--- config.mk ---
export PLATFORM = sky130hd
export DESIGN_NAME = decimal_text_to_fixed_point
export DESIGN_NICKNAME = d
export VERILOG_FILES = /design/src/design/dtfp_pkg.sv /design/src/design/dtfp_ctrl.sv /design/src/design/dtfp_dp.sv /design/src/design/decimal_text_to_fixed_point.sv
export SDC_FILE = /design/constraint.sdc
export NUM_CORES = 1
export LEC_CHECK = 0
export ABC_AREA = 1
export BUFFER_PORTS_ARGS = -buffer_cell sky130_fd_sc_hd__buf_2
export CAP_MARGIN = 10
export CORE_MARGIN = 2
export CORE_UTILIZATION = 50
export CTS_CLUSTER_SIZE = 30
export DETAILED_ROUTE_END_ITERATION = 16
export PLACE_DENSITY = 0.67
export SYNTH_ARGS = -nofsm -noshare
export SYNTH_HDL_FRONTEND = slang
export SYNTH_SLANG_ARGS = --single-unit
--- constraint.sdc ---
create_clock -name i_clk -period 6.3 [get_ports i_clk]
set_input_delay 0.945 -clock i_clk [delete_from_list [all_inputs] [get_ports i_clk]]
set_output_delay 0.945 -clock i_clk [all_outputs]
set_load 0.01 [all_outputs]
--- src/design/dtfp_pkg.sv ---
// ----------------------------------------------------------------------------
// dtfp_pkg
// Shared types, constants and tables for the decimal text to Q32.32 parser.
// ----------------------------------------------------------------------------
package dtfp_pkg;

    localparam int INT_BITS        = 32;
    localparam int FRAC_BITS       = 32;
    localparam int MAX_FRAC_DIGITS = 9;

    localparam int CH_W        = 8;
    localparam int VALUE_W     = 64;
    localparam int INT_ACC_W   = INT_BITS - 1;
    localparam int FRAC_ACC_W  = 30;             // holds up to nine decimal digits
    localparam int FRAC_CNT_W  = 4;
    localparam int DIV_CNT_W   = $clog2(FRAC_BITS);

    localparam logic [CH_W-1:0] CH_ZERO  = 8'h30;
    localparam logic [CH_W-1:0] CH_NINE  = 8'h39;
    localparam logic [CH_W-1:0] CH_SPACE = 8'h20;
    localparam logic [CH_W-1:0] CH_TAB   = 8'h09;
    localparam logic [CH_W-1:0] CH_CR    = 8'h0D;
    localparam logic [CH_W-1:0] CH_POINT = 8'h2E;
    localparam logic [CH_W-1:0] CH_MINUS = 8'h2D;
    localparam logic [CH_W-1:0] CH_PLUS  = 8'h2B;

    typedef enum logic [2:0] {
        S_DONE,
        S_LEAD,
        S_INT,
        S_FRAC,
        S_DIV,
        S_HOLD
    } t_state;

    typedef enum logic [2:0] {
        OP_NONE,
        OP_SIGN,
        OP_INT,
        OP_FRAC,
        OP_DIV_START,
        OP_DIV_STEP,
        OP_LOAD
    } t_op;

    typedef struct packed {
        logic clear;
        t_op  op;
    } t_cmd;

    typedef struct packed {
        logic is_digit;
        logic is_space;
        logic is_sign;
        logic is_point;
        logic div_last;
        logic out_free;
    } t_stat;

    // 10^n for n = 0..9
    function automatic logic [FRAC_ACC_W-1:0] pow10(input logic [FRAC_CNT_W-1:0] n);
        logic [FRAC_ACC_W-1:0] r;
        case (n)
            4'd0:    r = 30'd1;
            4'd1:    r = 30'd10;
            4'd2:    r = 30'd100;
            4'd3:    r = 30'd1000;
            4'd4:    r = 30'd10000;
            4'd5:    r = 30'd100000;
            4'd6:    r = 30'd1000000;
            4'd7:    r = 30'd10000000;
            4'd8:    r = 30'd100000000;
            4'd9:    r = 30'd1000000000;
            default: r = 30'd1;
        endcase
        return r;
    endfunction

endpackage

--- src/design/dtfp_ctrl.sv ---
// ----------------------------------------------------------------------------
// dtfp_ctrl
// Parser state machine: character phases, fraction divide and result hand-off.
// ----------------------------------------------------------------------------
module dtfp_ctrl (
    input  logic            i_clk,
    input  logic            i_rst_n,
    input  logic            i_s_tvalid,
    input  logic            i_start,
    output logic            o_s_tready,
    input  dtfp_pkg::t_stat i_stat,
    output dtfp_pkg::t_cmd  o_cmd
);
    import dtfp_pkg::*;

    t_state r_state;
    t_state n_state;
    t_state eff_phase;
    logic   accept;

    always_ff @(posedge i_clk) begin
        if (!i_rst_n) begin
            r_state <= S_DONE;
        end else begin
            r_state <= n_state;
        end
    end

    always_comb begin
        n_state    = r_state;
        o_cmd      = '{clear: 1'b0, op: OP_NONE};
        o_s_tready = (r_state == S_DONE) || (r_state == S_LEAD) ||
                     (r_state == S_INT)  || (r_state == S_FRAC);
        accept     = i_s_tvalid && o_s_tready;
        eff_phase  = i_start ? S_LEAD : r_state;

        if (accept) begin
            o_cmd.clear = i_start;
            case (eff_phase)
                S_LEAD: begin
                    if (i_stat.is_space) begin
                        n_state = S_LEAD;
                    end else if (i_stat.is_sign) begin
                        o_cmd.op = OP_SIGN;
                        n_state  = S_INT;
                    end else if (i_stat.is_digit) begin
                        o_cmd.op = OP_INT;
                        n_state  = S_INT;
                    end else if (i_stat.is_point) begin
                        n_state = S_FRAC;
                    end else begin
                        o_cmd.op = OP_DIV_START;
                        n_state  = S_DIV;
                    end
                end
                S_INT: begin
                    if (i_stat.is_digit) begin
                        o_cmd.op = OP_INT;
                    end else if (i_stat.is_point) begin
                        n_state = S_FRAC;
                    end else begin
                        o_cmd.op = OP_DIV_START;
                        n_state  = S_DIV;
                    end
                end
                S_FRAC: begin
                    if (i_stat.is_digit) begin
                        o_cmd.op = OP_FRAC;
                    end else begin
                        o_cmd.op = OP_DIV_START;
                        n_state  = S_DIV;
                    end
                end
                default: ;
            endcase
        end

        case (r_state)
            S_DIV: begin
                o_cmd.op = OP_DIV_STEP;
                if (i_stat.div_last) begin
                    n_state = S_HOLD;
                end
            end
            S_HOLD: begin
                if (i_stat.out_free) begin
                    o_cmd.op = OP_LOAD;
                    n_state  = S_DONE;
                end
            end
            default: ;
        endcase
    end

endmodule

--- src/design/dtfp_dp.sv ---
// ----------------------------------------------------------------------------
// dtfp_dp
// Datapath: accumulators, bit-serial fraction divider, output register.
// ----------------------------------------------------------------------------
module dtfp_dp (
    input  logic                           i_clk,
    input  logic                           i_rst_n,
    input  dtfp_pkg::t_cmd                 i_cmd,
    output dtfp_pkg::t_stat                o_stat,
    input  logic [dtfp_pkg::CH_W-1:0]      i_ch,
    input  logic                           i_m_tready,
    output logic                           o_m_tvalid,
    output logic [dtfp_pkg::VALUE_W-1:0]   o_m_tdata,
    output logic                           o_m_tuser
);
    import dtfp_pkg::*;

    localparam int PROD_W = INT_ACC_W + 4;
    localparam logic [INT_ACC_W-1:0] INT_LIM = '1;

    logic                  r_neg, n_neg;
    logic [INT_ACC_W-1:0]  r_int, n_int;
    logic                  r_ovf, n_ovf;
    logic [FRAC_ACC_W-1:0] r_frac, n_frac;       // fraction digits, then remainder
    logic [FRAC_CNT_W-1:0] r_cnt, n_cnt;
    logic [FRAC_BITS-1:0]  r_quot, n_quot;
    logic [DIV_CNT_W-1:0]  r_div_cnt, n_div_cnt;
    logic                  r_out_valid, n_out_valid;
    logic [VALUE_W-1:0]    r_value, n_value;
    logic                  r_sat, n_sat;

    logic                  b_neg, b_ovf;
    logic [INT_ACC_W-1:0]  b_int;
    logic [FRAC_ACC_W-1:0] b_frac;
    logic [FRAC_CNT_W-1:0] b_cnt;
    logic [3:0]            dig;
    logic [PROD_W-1:0]     int_ext, int_prod;
    logic [FRAC_ACC_W-1:0] frac_prod, divisor;
    logic [FRAC_ACC_W:0]   rem2;
    logic                  ge;
    logic [VALUE_W-1:0]    mag;

    always_comb begin
        o_stat.is_digit = (i_ch >= CH_ZERO) && (i_ch <= CH_NINE);
        o_stat.is_space = (i_ch == CH_SPACE) || ((i_ch >= CH_TAB) && (i_ch <= CH_CR));
        o_stat.is_sign  = (i_ch == CH_PLUS) || (i_ch == CH_MINUS);
        o_stat.is_point = (i_ch == CH_POINT);
        o_stat.div_last = (r_div_cnt == DIV_CNT_W'(FRAC_BITS - 1));
        o_stat.out_free = !r_out_valid || i_m_tready;
    end

    always_comb begin
        b_neg  = i_cmd.clear ? 1'b0 : r_neg;
        b_ovf  = i_cmd.clear ? 1'b0 : r_ovf;
        b_int  = i_cmd.clear ? '0 : r_int;
        b_frac = i_cmd.clear ? '0 : r_frac;
        b_cnt  = i_cmd.clear ? '0 : r_cnt;

        dig      = 4'(i_ch - CH_ZERO);
        int_ext  = PROD_W'(b_int);
        int_prod = (int_ext << 3) + (int_ext << 1) + PROD_W'(dig);
        frac_prod = (b_frac << 3) + (b_frac << 1) + FRAC_ACC_W'(dig);

        // restoring divide step; remainder stays below the divisor
        divisor = pow10(r_cnt);
        rem2    = {r_frac, 1'b0};
        ge      = rem2 >= {1'b0, divisor};

        mag = (VALUE_W'(r_int) << FRAC_BITS) | VALUE_W'(r_quot);

        n_neg       = b_neg;
        n_int       = b_int;
        n_ovf       = b_ovf;
        n_frac      = b_frac;
        n_cnt       = b_cnt;
        n_quot      = r_quot;
        n_div_cnt   = r_div_cnt;
        n_value     = r_value;
        n_sat       = r_sat;
        n_out_valid = r_out_valid && !i_m_tready;

        case (i_cmd.op)
            OP_SIGN: n_neg = (i_ch == CH_MINUS);
            OP_INT: begin
                if (int_prod > PROD_W'(INT_LIM)) begin
                    n_int = INT_LIM;
                    n_ovf = 1'b1;
                end else begin
                    n_int = int_prod[INT_ACC_W-1:0];
                end
            end
            OP_FRAC: begin
                if (b_cnt < FRAC_CNT_W'(MAX_FRAC_DIGITS)) begin
                    n_frac = frac_prod;
                    n_cnt  = b_cnt + 1'b1;
                end
            end
            OP_DIV_START: n_div_cnt = '0;
            OP_DIV_STEP: begin
                n_frac    = ge ? FRAC_ACC_W'(rem2 - {1'b0, divisor}) : FRAC_ACC_W'(rem2);
                n_quot    = {r_quot[FRAC_BITS-2:0], ge};
                n_div_cnt = r_div_cnt + 1'b1;
            end
            OP_LOAD: begin
                n_value     = r_neg ? (~mag + 1'b1) : mag;
                n_sat       = r_ovf;
                n_out_valid = 1'b1;
            end
            default: ;
        endcase
    end

    always_ff @(posedge i_clk) begin
        if (!i_rst_n) begin
            r_neg       <= 1'b0;
            r_int       <= '0;
            r_ovf       <= 1'b0;
            r_frac      <= '0;
            r_cnt       <= '0;
            r_div_cnt   <= '0;
            r_out_valid <= 1'b0;
        end else begin
            r_neg       <= n_neg;
            r_int       <= n_int;
            r_ovf       <= n_ovf;
            r_frac      <= n_frac;
            r_cnt       <= n_cnt;
            r_div_cnt   <= n_div_cnt;
            r_out_valid <= n_out_valid;
        end
    end

    always_ff @(posedge i_clk) begin
        r_quot  <= n_quot;
        r_value <= n_value;
        r_sat   <= n_sat;
    end

    assign o_m_tvalid = r_out_valid;
    assign o_m_tdata  = r_value;
    assign o_m_tuser  = r_sat;

    // kept fraction digit count never passes the limit
    assert property (@(posedge i_clk) disable iff (!i_rst_n)
        r_cnt <= FRAC_CNT_W'(MAX_FRAC_DIGITS))
        else $error("fraction digit count out of range");

    // digits (and later the remainder) stay below 10^count
    assert property (@(posedge i_clk) disable iff (!i_rst_n)
        r_frac < pow10(r_cnt))
        else $error("fraction remainder not below divisor");

    // a result is only loaded when the output register is free
    assert property (@(posedge i_clk) disable iff (!i_rst_n)
        (i_cmd.op == OP_LOAD) |-> (!r_out_valid || i_m_tready))
        else $error("result overwrote a pending result");

endmodule

--- src/design/decimal_text_to_fixed_point.sv ---
// ----------------------------------------------------------------------------
// decimal_text_to_fixed_point
// Parses ASCII decimal text into a signed Q32.32 fixed-point number.
// ----------------------------------------------------------------------------
// Usage:
//   Input stream carries one character per request; tuser marks the first
//   character of a new string. Leading blanks (space, codes 9..13) are skipped,
//   then an optional sign, integer digits, an optional point and fraction
//   digits are read. The first character that does not fit ends the string
//   and produces one result; later characters are dropped until the next start.
//   Output stream carries the value in tdata, the integer-clamp flag in tuser.
// Flow:
//   Ordinary characters are taken back to back. The terminating character
//   starts a bit-serial restoring divide of the fraction digits by 10^count,
//   one quotient bit per cycle, then the result is formed and registered once
//   the output register is free. The input stream is held off (tready low)
//   from the terminator until the result is loaded.
// Reset: synchronous, active low; parser waits for a start, output empty.
// Stall: the result sits in an output register; the parser keeps taking
//   characters meanwhile. The next result waits for it to drain, with tready
//   held low while it waits.
// ----------------------------------------------------------------------------
module decimal_text_to_fixed_point (
    input  logic                          i_clk,
    input  logic                          i_rst_n,
    // input request stream
    input  logic                          i_s_tvalid,
    output logic                          o_s_tready,
    input  logic [dtfp_pkg::CH_W-1:0]     i_s_tdata,   // [7:0] ch
    input  logic                          i_s_tuser,   // [0] start_req
    // result stream
    output logic                          o_m_tvalid,
    input  logic                          i_m_tready,
    output logic [dtfp_pkg::VALUE_W-1:0]  o_m_tdata,   // [63:0] value (signed Q32.32)
    output logic                          o_m_tuser    // [0] saturated
);
    import dtfp_pkg::*;

    t_cmd  cmd;
    t_stat stat;

    dtfp_ctrl u_ctrl (
        .i_clk      (i_clk),
        .i_rst_n    (i_rst_n),
        .i_s_tvalid (i_s_tvalid),
        .i_start    (i_s_tuser),
        .o_s_tready (o_s_tready),
        .i_stat     (stat),
        .o_cmd      (cmd)
    );

    dtfp_dp u_dp (
        .i_clk      (i_clk),
        .i_rst_n    (i_rst_n),
        .i_cmd      (cmd),
        .o_stat     (stat),
        .i_ch       (i_s_tdata),
        .i_m_tready (i_m_tready),
        .o_m_tvalid (o_m_tvalid),
        .o_m_tdata  (o_m_tdata),
        .o_m_tuser  (o_m_tuser)
    );

endmodule

* Word level (Yosys, flattened, before mapping)
Memories as Yosys holds them, arrays and structs flattened. A register that Yosys moved wholly into a read port is not among the register bits. Index checks and enable logic that the tools add are counted.
Storage, ports and cells: flip-flop bits (word level) 173, bits in latches 0, RAM bits 0, ROM bits 480, bits of input ports 13, output and inout port bits 67, word-level logic and storage cells 104, memories kept 1
Memory list:
- (no name shown) | words 16, width 30, rd ports 1, clocked after memory_dff 1, wr ports 0, line dtfp_pkg.sv:63 | case (n)
Cells by class: $add $sub $neg 9, $mul 0, div/mod/pow operators 0, $lt $le $gt $ge 7, equality and inequality tests 19, shift-type cells 0, muxes and demuxes 40, bitwise logic cells 2, reductions and logical operators 15
Operator list (number):
- $mux 31 | 3
- $mux 30 | 3
- $add 64x1->64 const B | 1
- $mux 64 | 1
- $not 64->64 | 1
- $or 63x32->63 | 1
- $pmux 30 s2 | 1
- $mux 3 | 16
- $add 34x32->35 | 1
- $add 35x4->35 | 1
- $gt 35x31->1 const B | 1
- $eq 8x6->1 const B | 4
- $ge 31x30->1 | 1
- $add 30x30->30 | 1
- $add 30x4->30 | 1
- $sub 30x30->30 | 1
- $mux 4 | 5
- $eq 3x2->1 const B | 6
- $pmux 3 s3 | 2
- $eq 3x3->1 const B | 5
- $pmux 3 s2 | 2
- $pmux 5 s2 | 1
- $eq 3x1->1 const B | 3
- $ge 8x4->1 const B | 1
- other kinds (14) | 29

* Longest topological paths before layout
depth in word-level cells 13, depth in mapped cells 27, mapped depth without buffers 25

* Modules after synthesis
A second synthesis with hierarchy kept.
Unflattened totals: cell total of the unflattened synthesis 2539, area, all modules 17011.3 um^2
Modules (own cells, without submodules):
- dtfp_dp | times used 1, cells an instance 2472, area each 16667.2 um^2, seq. area each 4834.6 um^2
- dtfp_ctrl | times used 1, cells an instance 67, area each 344.1 um^2, seq. area each 60.1 um^2

* Worst setup path after synthesis
OpenSTA, ideal clock, no wires.
path kind input to register, start input port i_m_tready, end register u_dp.divisor[8] (netlist name), library setup time 0.124 ns, arrival 3.953 ns, setup slack 2.223 ns, stages on the path 15, path buffers 1, cell sequence nor2_1 -> nor2_2 -> inv_2 -> nand2_2 -> nand2_2 -> buf_6 -> inv_4 -> nand2_1 -> nand3_2 -> inv_2 -> ha_1 -> inv_1 -> nand2_1 -> nand2_1 -> o21ai_1
On the way: longest elaborated chain between the ends 6
RTL lines:
- start, declared | line decimal_text_to_fixed_point.sv:33 | input logic i_m_tready,
- $logic_or 1x1->1 | line dtfp_dp.sv:49 | o_stat.out_free = !r_out_valid || i_m_tready;
- $mux 3 | line dtfp_ctrl.sv:86 | if (i_stat.out_free) begin
- $pmux 3 s2 | line dtfp_ctrl.sv:78 | case (r_state)
- $eq 3x2->1 | line dtfp_dp.sv:82 | case (i_cmd.op)
- $mux 4 | line dtfp_dp.sv:82
- $mux 4 (no line)
No other way between the ends. A chain may end at the register's enable or synchronous reset.

* Worst setup path after layout
start input port i_s_tvalid, end register u_dp.r_int[28]
On the way: longest elaborated chain between the ends 8
RTL lines:
- start, declared | line decimal_text_to_fixed_point.sv:27 | input logic i_s_tvalid,
- $logic_and 1x1->1 * | line dtfp_ctrl.sv:34 | accept = i_s_tvalid && o_s_tready;
- $mux 4 * | line dtfp_ctrl.sv:37 | if (accept) begin
- $mux 31 | line dtfp_dp.sv:55 | b_int = i_cmd.clear ? '0 : r_int;
- $add 34x32->35 | line dtfp_dp.sv:61 | int_prod = (int_ext << 3) + (int_ext << 1) + PROD_W'(dig);
- $add 35x4->35 | line dtfp_dp.sv:61
- $gt 35x31->1 | line dtfp_dp.sv:85 | if (int_prod > PROD_W'(INT_LIM)) begin
- $mux 31 | line dtfp_dp.sv:85
- $mux 31 * | line dtfp_dp.sv:82
- end signal, assigned | line dtfp_dp.sv:124 | r_int <= n_int;
- end, declared | line dtfp_dp.sv:22 | logic [INT_ACC_W-1:0] r_int, n_int;
Every way passes the cells marked *; elsewhere a longest branch is shown, timed or not.

==> results.yml <==
outcome:
  outcome: "finished, final reports clean"
drt:
  viasPerCell: 5.30
  drc_errors: 0
  wl_um: 51200
  drtPass1Iterations: 6
  wl_per_cell_um: 15.9
  drt_iter0_drc: 1222
  via_count: 17100
  ant_nets: 0
synthesis:
  synth_edf_count: 97
  netlist_area_um2: 17300
  synth_seq_cells: 196
  netlist_instances: 2696
  synth.top_cells.by_area: "nand2_1 (18%), edfxtp_1 (17%), dfxtp_1 (11%)"
  ys_warn_count: 0
  synthArstFlopShare_pct: 0
  yosys.cell_types.count: 43
  ys_seq_area_share_pct: 28.3
  synth_area_leader_cell: "nand2_1"
  synth.most_common_cell: "nand2_1"
  synth_fp_nets: 2867
  netlist.area_leader.share_pct: 17.5
  synth_ff_type: "dfxtp_1"
  yosys-top-cells-count: "nand2_1 (809), inv_1 (448), nor2_1 (321), a21oi_1 (176), ha_1 (154)"
  syn_area_per_cell_um2: 6.42
sta:
  fmax_ghz: 0.219
  rsz0062_at_grt: "false"
  slew_headroom_pct: 28.0
  hold_viol_final: 0
  setup_tns_ps: 0
  post-route-period-util_pct: 72.5
  finalSetupViolations: 0
  period_needed_ps: 4560
  worstMarginPinSlew_ps: 1080
  hold-worst-slack_ps: 461
  maxSlewViolCount: 0
  fin_skew_ps: 14.6
floorplan:
  initial_core_util_pct: 50.5
  core_area_um2: 34300
  fp.dieArea_um2: 36100
  die_w_um: 190
  io_pins: 80
  die_h_um: 190
  row_count: 68
clock_tree:
  clk_latency_ps: 450
  cts_tree: "done"
  h-tree-depth: 4
  cts_setup_buffers: 0
  clockBufferDepth: 2
  clockRootBuffer: "clkbuf_16"
  hold_buffers: 0
  clock-sinks: 196
  ctsResizeCount: 0
  numCtsBuffers: 17
  clk_pin_slew_ps: 80
grt:
  overflow: 0
  met2_usage_pct: 52.7
  use_met3_pct: 3.28
  grt_max_degree: 67
  grt_use_total_pct: 28.8
  met1_usage_pct: 34.2
  grt_pass1_wl_um: 82000
  grt_pass1_vias: 16100
  antenna_found_initial: 1
  busiest_layer: "met2"
worst_setup_path:
  cp.required_ps: 6650
  end_kind: "flip-flop"
  crit_fanout: 33
  crit_type: "input port to flip-flop"
  cp.arrival_ps: 4910
  startpoint_type: "input port"
worst_hold_path:
  hold_class: "flip-flop to flip-flop"
pwr:
  p_leak_nw: 10.4
  irDropWorstVdd_mv: 0.261
  finalPower_w: 0.00571
  powerDensity_nw_per_um2: 305
layout:
  drive_gt1_share_pct: 5.90
  fillers: 3496
  multiInputGateArea_um2: 10400
  ff_latch_area_um2: 4890
  area_growth_pct: 7.95
  nets: 2921
job:
  maxCapViolCount: 0
placed_design:
  gp_congestion: 0.977
  place.port_buffers: 79
  dp_hpwl_um: 41400
[metal layers]
| metal | vias to the layer above | share of wire, % |
|---|---|---|
| met4 | 0 | 4.1 |
| met5 | - | 0 |
| met1 | 7768 | 41 |
| met2 | 502 | 50 |
| li1 | 8685 | - |
| met3 | 107 | 4.6 |
[power by group]
part / total, W / switching (W) / internal, W
combinational: 0.00306 / 0.00208 / 0.000976
clock: 0.00115 / 0.000539 / 0.000607
sequential: 0.00150 / 0.0000942 / 0.00141
[registers in the layout, summed over array words and instances, names as in the netlist]
name and flops:
u_dp.r_cnt 4, u_dp.r_neg 1, u_dp.r_frac 30, u_dp.r_ovf 1
u_dp.r_div_cnt 5, u_dp.o_m_tuser 1, u_dp.r_quot 32, u_ctrl.r_state 3
u_dp.o_m_tdata 64, u_dp.divisor 23, u_dp.o_m_tvalid 1, u_dp.r_int 31
[critical path, cell delays in order]
cell	delay (ps)
buf_2	80
inv_1	70
nor2_1	230
nand2_2	440
nand2_1	340
xor2_1	160
inv_1	50
ha_1	170
o21bai_1	160
ha_1	360
nand2_1	110
nand3_1	130
nand2_1	90
nand2_1	120
nand2_1	90
nand2_1	120
nand2_1	110
nand2_1	50
nand2_1	50
nand2_1	50
nor2_1	120
nand2_1	190
inv_2	410
nand2_1	110
nand2_1	100
inv_1	40
[cells by family after synthesis]
kind of cell	Yosys count	synth area share (%)
AO/OA/AOI/OAI	319	9.87
XOR/XNOR	102	5.16
adder cells (fa/ha/maj)	158	11.6
buffers and inverters	515	11.7
flip-flops	196	28.3
AND/OR/NAND/NOR	1406	33.4
[through the flow]
step | cells | utilization, % | cell area [um2] | worst slack [ps]
2_1_floorplan | 2696 | - | 17300 | 2220
3_3_place_gp | 3186 | 52.7 | 18100 | 1420
3_5_place_dp | 3186 | 52.7 | 18100 | 1290
4_1_cts | 3218 | 54.5 | 18700 | 1770
5_1_grt | 3219 | 54.5 | 18700 | 1210
6_report | 3219 | 54.5 | 18700 | 1740
[worst paths after layout]
check	start	end	slack, ps	cells after the start
max	i_s_tvalid	u_dp.r_int[28]$_SDFF_PN0_	1740	26
min	u_dp.r_ovf$_SDFF_PN0_	u_dp.o_m_tuser$_DFFE_PN_	460	0
max reg2reg	u_ctrl.r_state[2]$_SDFF_PN0_	u_dp.r_int[28]$_SDFF_PN0_	2030	24
min reg2reg	u_dp.r_ovf$_SDFF_PN0_	u_dp.o_m_tuser$_DFFE_PN_	460	0
[cell usage in the layout, fill, tap and decap left out, types with 5 or more instances in the layout]
cell type,instances
nand2_1,808
inv_1,448
nor2_1,320
a21oi_1,176
ha_1,154
nand3_1,142
dfxtp_1,99
edfxtp_1,97
xor2_1,79
buf_2,79
o21ai_0,76
nand4_1,50
nor3_1,33
xnor2_1,23
o21ai_1,21
o21bai_1,18
clkbuf_16,17
nor4_1,15
inv_2,14
nand2_2,8
o211ai_1,8
buf_4,7
or2_2,5
nor2_2,5
nand3_2,5
and2_1,5
nand3b_1,5
inv_8,5
[layout make-up]
cell class	count	share of cell area, %
diodes	1	0.0134
clock buffers	18	2.30
clock inverters	14	1.00
inverters	464	9.33
multi-input cells	1985	55.7
flip-flops and latches	196	26.2
well taps	455	3.05
repair buffers	86	2.40
Note: power is estimated with default switching activity, not from simulation.
